`src/rtl/core/bicubic_alpha_upscale_core_macros.svh`:
```
// Assertion macros used by the upscaler controller
`ifndef BICUBIC_ALPHA_UPSCALE_CORE_MACROS_SVH
`define BICUBIC_ALPHA_UPSCALE_CORE_MACROS_SVH

// Same-cycle implication, checked outside reset
`define BAU_ASSERT_IMP(lbl, ante, cons) \
   lbl: assert property (@(posedge clock) disable iff (reset) (ante) |-> (cons)) \
      else $error("same-cycle check failed");

// Next-cycle implication, checked outside reset
`define BAU_ASSERT_NXT(lbl, ante, cons) \
   lbl: assert property (@(posedge clock) disable iff (reset) (ante) |=> (cons)) \
      else $error("next-cycle check failed");

`endif

```
`src/rtl/core/bau_pkg.sv`:
```
// Shared constants, types and helpers of the bicubic alpha upscaler
`timescale 1ns / 1ps
package bau_pkg;

   localparam int MAX_SOURCE_SIDE = 1024;
   localparam int MAX_TARGET_SIDE = 4096;
   localparam int SAMPLE_BITS     = 16;

   localparam int SRC_IDX_BITS    = $clog2(MAX_SOURCE_SIDE);
   localparam int STORE_DEPTH     = MAX_SOURCE_SIDE * MAX_SOURCE_SIDE;
   localparam int STORE_ADDR_BITS = 2 * SRC_IDX_BITS;
   localparam int SRC_SIZE_BITS   = 11;
   localparam int TGT_SIZE_BITS   = 13;
   localparam int COORD_BITS      = 12;
   localparam int CSR_DATA_BITS   = 13;
   localparam int CSR_IDX_BITS    = 2;
   localparam int DIVIDEND_BITS   = 64;
   localparam int DIVISOR_BITS    = 48;
   localparam int DIV_CNT_BITS    = 7;

   // register indexes
   localparam logic [CSR_IDX_BITS-1:0] CSR_SOURCE_WIDTH  = 2'd0;
   localparam logic [CSR_IDX_BITS-1:0] CSR_SOURCE_HEIGHT = 2'd1;
   localparam logic [CSR_IDX_BITS-1:0] CSR_TARGET_WIDTH  = 2'd2;
   localparam logic [CSR_IDX_BITS-1:0] CSR_TARGET_HEIGHT = 2'd3;

   // request opcodes
   localparam logic OP_WRITE   = 1'b0;
   localparam logic OP_COMPUTE = 1'b1;

   // quotient widths for the two division jobs
   localparam logic [DIV_CNT_BITS-1:0] POS_QUOT_BITS = 7'd40;
   localparam logic [DIV_CNT_BITS-1:0] FIN_QUOT_BITS = 7'd8;

   typedef enum logic [1:0] {
      DIV_POSX,
      DIV_POSY,
      DIV_FINAL
   } div_sel_type;

   typedef enum logic [1:0] {
      RES_ZERO,
      RES_FULL,
      RES_DIV
   } res_sel_type;

   typedef struct packed {
      logic        capture;
      logic        div_start;
      div_sel_type div_sel;
      logic        kern_en;
      logic [4:0]  kern_step;
      logic        acc_clear;
      logic        tap_en;
      logic [3:0]  tap_idx;
      logic        norm_load;
      logic        res_load;
      res_sel_type res_sel;
      logic        out_load;
   } cmd_type;

   typedef struct packed {
      logic div_done;
      logic pipe_busy;
      logic res_zero;
      logic res_full;
      logic rsp_busy;
   } sts_type;

   // zero counts as one, oversize saturates
   function automatic logic [SRC_SIZE_BITS-1:0] eff_src(logic [SRC_SIZE_BITS-1:0] v);
      logic [SRC_SIZE_BITS-1:0] r;
      if (v == '0) r = SRC_SIZE_BITS'(1);
      else if (v > SRC_SIZE_BITS'(MAX_SOURCE_SIDE)) r = SRC_SIZE_BITS'(MAX_SOURCE_SIDE);
      else r = v;
      return r;
   endfunction

   function automatic logic [TGT_SIZE_BITS-1:0] eff_tgt(logic [TGT_SIZE_BITS-1:0] v);
      logic [TGT_SIZE_BITS-1:0] r;
      if (v == '0) r = TGT_SIZE_BITS'(1);
      else if (v > TGT_SIZE_BITS'(MAX_TARGET_SIDE)) r = TGT_SIZE_BITS'(MAX_TARGET_SIDE);
      else r = v;
      return r;
   endfunction

endpackage

```
`src/rtl/core/bau_ctrl.sv`:
```
// Controller: sequences one request through the datapath
`timescale 1ns / 1ps
`include "bicubic_alpha_upscale_core_macros.svh"
module bau_ctrl (
   input  logic             clock,
   input  logic             reset,
   input  logic             req_valid,
   input  logic             req_opcode,
   output logic             req_stall,
   output bau_pkg::cmd_type cmd,
   input  bau_pkg::sts_type sts
);
   import bau_pkg::*;

   typedef enum logic [3:0] {
      S_IDLE,
      S_DIVX,
      S_DIVY,
      S_KERN,
      S_TAPS,
      S_DRAIN,
      S_NORM,
      S_CMP,
      S_DIVF,
      S_DONE
   } state_type;

   state_type  state_ff, state_in;
   logic [4:0] cnt_ff, cnt_in;

   // next state and commands
   always_comb begin
      state_in  = state_ff;
      cnt_in    = cnt_ff;
      cmd       = '0;
      cmd.div_sel   = DIV_POSX;
      cmd.res_sel   = RES_ZERO;
      cmd.kern_step = cnt_ff;
      cmd.tap_idx   = cnt_ff[3:0];
      req_stall = 1'b1;
      case (state_ff)
         S_IDLE: begin
            req_stall   = 1'b0;
            cmd.capture = req_valid;
            if (req_valid && req_opcode == OP_COMPUTE) begin
               state_in = S_DIVX;
               cnt_in   = '0;
            end
         end
         S_DIVX: begin
            cmd.div_sel   = DIV_POSX;
            cmd.div_start = (cnt_ff == '0);
            cnt_in        = 5'd1;
            if (sts.div_done) begin
               state_in = S_DIVY;
               cnt_in   = '0;
            end
         end
         S_DIVY: begin
            cmd.div_sel   = DIV_POSY;
            cmd.div_start = (cnt_ff == '0);
            cnt_in        = 5'd1;
            if (sts.div_done) begin
               state_in = S_KERN;
               cnt_in   = '0;
            end
         end
         S_KERN: begin
            cmd.kern_en   = 1'b1;
            cmd.acc_clear = 1'b1;
            cnt_in        = cnt_ff + 1'b1;
            if (cnt_ff == 5'd31) begin
               state_in = S_TAPS;
               cnt_in   = '0;
            end
         end
         S_TAPS: begin
            cmd.tap_en = 1'b1;
            cnt_in     = cnt_ff + 1'b1;
            if (cnt_ff == 5'd15) begin
               state_in = S_DRAIN;
               cnt_in   = '0;
            end
         end
         S_DRAIN: begin
            if (!sts.pipe_busy) begin
               state_in = S_NORM;
            end
         end
         S_NORM: begin
            cmd.norm_load = 1'b1;
            state_in      = S_CMP;
         end
         S_CMP: begin
            if (sts.res_zero) begin
               cmd.res_load = 1'b1;
               cmd.res_sel  = RES_ZERO;
               state_in     = S_DONE;
            end else if (sts.res_full) begin
               cmd.res_load = 1'b1;
               cmd.res_sel  = RES_FULL;
               state_in     = S_DONE;
            end else begin
               state_in = S_DIVF;
               cnt_in   = '0;
            end
         end
         S_DIVF: begin
            cmd.div_sel   = DIV_FINAL;
            cmd.div_start = (cnt_ff == '0);
            cnt_in        = 5'd1;
            if (sts.div_done) begin
               cmd.res_load = 1'b1;
               cmd.res_sel  = RES_DIV;
               state_in     = S_DONE;
            end
         end
         S_DONE: begin
            if (!sts.rsp_busy) begin
               cmd.out_load = 1'b1;
               state_in     = S_IDLE;
            end
         end
         default: begin
            state_in = S_IDLE;
         end
      endcase
   end

   // hold state
   always_ff @(posedge clock) begin
      if (reset) begin
         state_ff <= S_IDLE;
         cnt_ff   <= '0;
      end else begin
         state_ff <= state_in;
         cnt_ff   <= cnt_in;
      end
   end

   `BAU_ASSERT_NXT(a_divx_to_divy, state_ff == S_DIVX && sts.div_done, state_ff == S_DIVY)
   `BAU_ASSERT_IMP(a_out_slot_free, cmd.out_load, !sts.rsp_busy)
   `BAU_ASSERT_IMP(a_norm_after_drain, state_ff == S_NORM, !sts.pipe_busy)
   `BAU_ASSERT_IMP(a_no_start_when_done, cmd.div_start, !sts.div_done)

endmodule

```
`config.mk`:
```
export PLATFORM = sky130hd
export DESIGN_NAME = bau_ctrl
export DESIGN_NICKNAME = d
export VERILOG_FILES = /design/src/rtl/core/bau_pkg.sv /design/src/rtl/core/bau_ctrl.sv
export VERILOG_INCLUDE_DIRS = /design/src /design/src/rtl/core
export SDC_FILE = /design/constraint.sdc
export NUM_CORES = 1
export LEC_CHECK = 0
export BUFFER_PORTS_ARGS = -buffer_cell sky130_fd_sc_hd__buf_2
export CAP_MARGIN = 15
export CORE_MARGIN = 1
export CORE_UTILIZATION = 40
export CTS_CLUSTER_DIAMETER = 40
export DETAILED_ROUTE_END_ITERATION = 8
export PLACE_DENSITY_LB_ADDON = 0.05
export REMOVE_ABC_BUFFERS = 1
export SLEW_MARGIN = 20
export SYNTH_ARGS = -nofsm -noshare
export SYNTH_HDL_FRONTEND = slang
export SYNTH_SLANG_ARGS = --single-unit
```
`constraint.sdc`:
```
create_clock -name clock -period 1.9 [get_ports clock]
set_input_delay 0.19 -clock clock [delete_from_list [all_inputs] [get_ports clock]]
set_output_delay 0.19 -clock clock [all_outputs]
set_load 0.01 [all_outputs]
```
After elaboration in Yosys (flattened, before gate mapping)
Cells that the tools add are included.
Cells by class
  add/subtract/negate cells: 1
  eq/ne operators: 21
  muxes and demuxes: 30
  reduce and logical (&&, ||, !) cells: 7
Operator list (number)
  $pmux W4 S10: 1
  $mux W4: 9
  $pmux W5 S6: 1
  $mux W5: 5
  $ne A2 B2 Y1 const B: 10
  $eq A4 B3 Y1 const B: 4
  $mux W1: 9
  $mux W3: 3
  $pmux W3 S3: 1
  $eq A4 B2 Y1 const B: 2
  $eq A4 B4 Y1 const B: 2
  $reduce_and A8 Y1: 1
  $pmux W3 S2: 1
  $reduce_bool A6 Y1: 1
  $add A5 B1 Y5 const B: 1
  $eq A5 B4 Y1 const B: 1
  $eq A5 B5 Y1 const B: 1
  $logic_not A5 Y1: 1
  $eq A4 B1 Y1 const B: 1
  $logic_not A4 Y1: 1
  $reduce_and A4 Y1: 1
  $reduce_or A2 Y1: 1
  $logic_and A1 B1 Y1: 1
Storage, ports and cells
  bits in registers: 9
  bits of input ports: 9
  output and inout bits: 22
  logic and storage cells: 61

Longest topological paths before layout
  word-level depth: 4
  mapped depth: 8
  gate-level depth less buffers: 8

Least setup slack after synthesis
Ideal clock, no wire load.
  kind: register -> register
  start: register cnt_ff[0]
  end: register cnt_ff[3]
  library setup time: 0.074 ns
  data arrival time: 1.961 ns
  required time: 1.826 ns
  slack: -0.136 ns
  stages on the path, launching flop included: 8
  buffers on the path: 0
  clock period less this slack: 2.036 ns
  path through: dfxtp_1 > ha_1 > and3_1 > ha_1 > nor4bb_1 > o21bai_2 > or3_1 > a31oi_1
Between the ends
  longest elaborated chain between the ends: 3
  elaborated cells between the ends (all ways): 6
  classes of those cells: 1 x add/sub; 2 x eq/ne; 3 x mux
Ends and longest elaborated chain
  from (decl): RTL line bau_ctrl.sv:29  | logic [4:0] cnt_ff, cnt_in;
  from (signal assigned): RTL line bau_ctrl.sv:137  | cnt_ff <= cnt_in;
  $add A5 B1 Y5, or another cell as far along: RTL line bau_ctrl.sv:71, bau_ctrl.sv:79
  $mux W5, on equally long branches: RTL line bau_ctrl.sv:80, bau_ctrl.sv:72
  $pmux W5 S6 (*): RTL line bau_ctrl.sv:41  | case (state_ff)
Every way passes the cells marked *; elsewhere a longest branch is shown, timed or not.
A chain may end at the register's enable or synchronous reset.

Final worst setup path
Same ends and word-level chain as after synthesis.

==> run summary <==
FF+latch count, synth - 9
Post-synth top flop - dfxtp_1
via count - 962
Die ar. - 2338 µm²
critical path startpoint category - flop
period utilisation layout - 99.94%
Hold-fix buffers, CTS - 0
Fin Hold WS - 0.2083 ns
slowest stage delay, CP - 0.37 ns
CTS sink count - 9
Seq/Total Area, Yosys - 20.96%
Post-Synthesis Cell Area - 859.6 µm²
Rows - 16
PwrDens - 960.8 nW/µm²
DP HPWL - 1728 µm
critical-path cell list - ha_4, and3_4, ha_4, nor4bb_4, o21bai_4, or3_1, a31oi_1
initial antenna violation count - 0
Ant. Diodes - 0
Placement Cell Area - 1110 µm²
final period demand of the worst path - 1.899 ns
CTS tree - yes
distinct cell type count after synthesis - 36
Crit Path Max Fanout - 4
fin area - 1220 µm²
crit path DAT - 2.10 ns
Final Hold Fails - 0
unrepaired setup endpoints after global routing - yes
fin nets - 169
drt pass-1 iters - 4
first-pass GRT wire length - 3933 µm
root buffer cell - clkbuf_4
Setup Skew - 0.002434 ns
vias per inst - 5.315
synthesis warning total - 0
Area Overhead vs Synth - 41.92%
Worst-path clk slew - 0.07 ns
CTS Buf Count - 3
Crit Path Class - reg2reg
H-tree Lvls - 1
DRC viols - 0
Initial DRC Count - 19
IO Port Bufs - 30
total grt overflow - 0
Post-DRT Antenna Nets - 0
final WL - 2282 µm
share of async-settable or async-resettable flops after synthesis - 0%
IO Pins - 31
core box area - 1982 µm²
fraction of layout cells with a size suffix above 1 - 45.45%
Final Wtd Congestion - 0.8068
Die X - 48.36 µm
Max VDD drop - 0.0007905 V
most used cell, CP - ha_4
Critical Path RT - 2.10 ns
Least-Margin Pin Slew - 0.3718 ns
Starting Density - 43.37%
Cells after Synth - 115
largest net degree at the start of global routing - 12
status - completed
relative slew slack - 75.16%
flop2flop setup slack - 0.001 ns
Slowest-stage cell, CP - or3_1
Max Buffers Root-to-Sink - 2
clock latency on the worst-skew pair - 0.27 ns
Final setup viols - 0
Post-synth EDFFs - 0
Mapped Avg Cell Area - 7.475 µm²
leakage power - 0.5733 nW
MaxCap Viol Count - 0
Worst Setup End Kind - flop
Max Slew Vio Count - 0
gr usage total - 20.81%
height of the die - 48.36 µm
HP Class - in2reg
fmax - 0.5266 GHz
drt wl/cell - 12.61 µm
vias in the first global route - 897
[where the power goes]
| part | internal (W) | switching [W] |
|---|---|---|
| Sequential | 0.000225 | 0.0000672 |
| Combinational | 0.000346 | 0.000375 |
| Clock | 0.0000779 | 0.0000805 |
| Total | 0.000649 | 0.000523 |
[layout by cell type, fill, tap and decap left out, drive strengths merged, types with 2 or more instances in the layout]
cell,n
nor4b,2
or3,2
nor3b,3
nand2b,4
ha,5
nor2,12
a31oi,3
clkbuf,3
dfxtp,9
nor3,7
o21ai,6
nand2,9
buf,48
inv,6
nand3,3
nor2b,5
a21oi,8
and3b,2
o21bai,2
and3,4
[worst paths after layout]
| check | depth (start not counted) | endpoint | startpoint |
|---|---|---|---|
| min | 2 | state_ff[2]$_SDFFE_PP0P_ | reset |
| min reg2reg | 2 | cnt_ff[4]$_SDFFE_PP0P_ | cnt_ff[4]$_SDFFE_PP0P_ |
| max | 7 | cnt_ff[3]$_SDFFE_PP0P_ | cnt_ff[0]$_SDFFE_PP0P_ |
| max reg2reg | 7 | cnt_ff[3]$_SDFFE_PP0P_ | cnt_ff[0]$_SDFFE_PP0P_ |
[worst max-delay path, delay by kind of cell, from the launching register on]
family          cells  cell delay, ns
fa+ha+maj           2            0.32
compound gates      2            0.30
simple gates        3            0.87
flops               1            0.34
[cell families (layout without fill, tap and decap cells)]
family / after synthesis / after routing / synth area share, %
and+or+nand+nor: 57 / 57 / 39.15
AOI/OAI and AO/OA: 25 / 25 / 21.11
buffers and inverters: 19 / 58 / 11.50
DFF: 9 / 9 / 20.96
adders and majority gates: 5 / 5 / 7.278
[metal layers]
layer  routed length, µm  global-route usage, %  up-vias
met5                   0                      0        -
met4                  27                  5.882        0
met3                  68                  1.258        4
met2                1148                  38.26       29
met1                1038                  26.01      446
li1                    -                      -      483
[metrics by stage]
step | std cells | util, % | setup WS, ns | setup TNS, ns | power [W]
6_report | 181 | 61.55 | 0.001081 | 0 | 0.001172
5_1_grt | 181 | 61.55 | -0.06258 | -0.1273 | 0.001262
4_1_cts | 181 | 60.16 | -0.008095 | -0.01560 | 0.001161
3_5_place_dp | 178 | 56.00 | -0.1918 | -0.8921 | 0.0009605
3_3_place_gp | 178 | 56.00 | -0.09641 | -0.3913 | 0.0009473
2_1_floorplan | 102 | - | -0.1774 | -0.6258 | 0.0006758
[repair_timing]
item,in CTS,in global routing
gates resized for setup,14,5
pin swaps,2,6
cloned,0,0
setup endpoints to repair,8,9
setup buffers,0,0
[cell type report]
| type | instances | area, µm² |
|---|---|---|
| Clock buffer | 3 | 22.52 |
| Clock inverter | 1 | 5.005 |
| Fill cell | 193 | 762.0 |
| Inverter | 6 | 22.52 |
| Multi-Input combinational cell | 87 | 664.4 |
| Sequential cell | 9 | 186.4 |
| Tap cell | 27 | 33.78 |
| Timing Repair Buffer | 48 | 285.3 |
[cells in the mapped netlist, types with 2 or more instances]
library cell,count,area [µm²]
a21oi_1,8,40.04
a31oi_1,3,18.77
and3_1,4,25.02
and3b_1,2,17.52
buf_4,5,37.54
clkbuf_1,5,18.77
dfxtp_1,9,180.2
ha_1,5,62.56
inv_1,6,22.52
nand2_1,9,33.78
nand2b_1,4,25.02
nand3_1,3,15.01
nor2_1,12,45.04
nor2b_1,4,25.02
nor3_1,7,35.03
nor3b_1,3,22.52
nor4b_1,2,17.52
o21ai_0,5,25.02
or3_1,2,12.51
[sequential cells by signal, indices dropped and copies added, names as in the netlist]
signal	cells
cnt_ff	5
state_ff	4
Note: power is estimated with default switching activity, not from simulation.
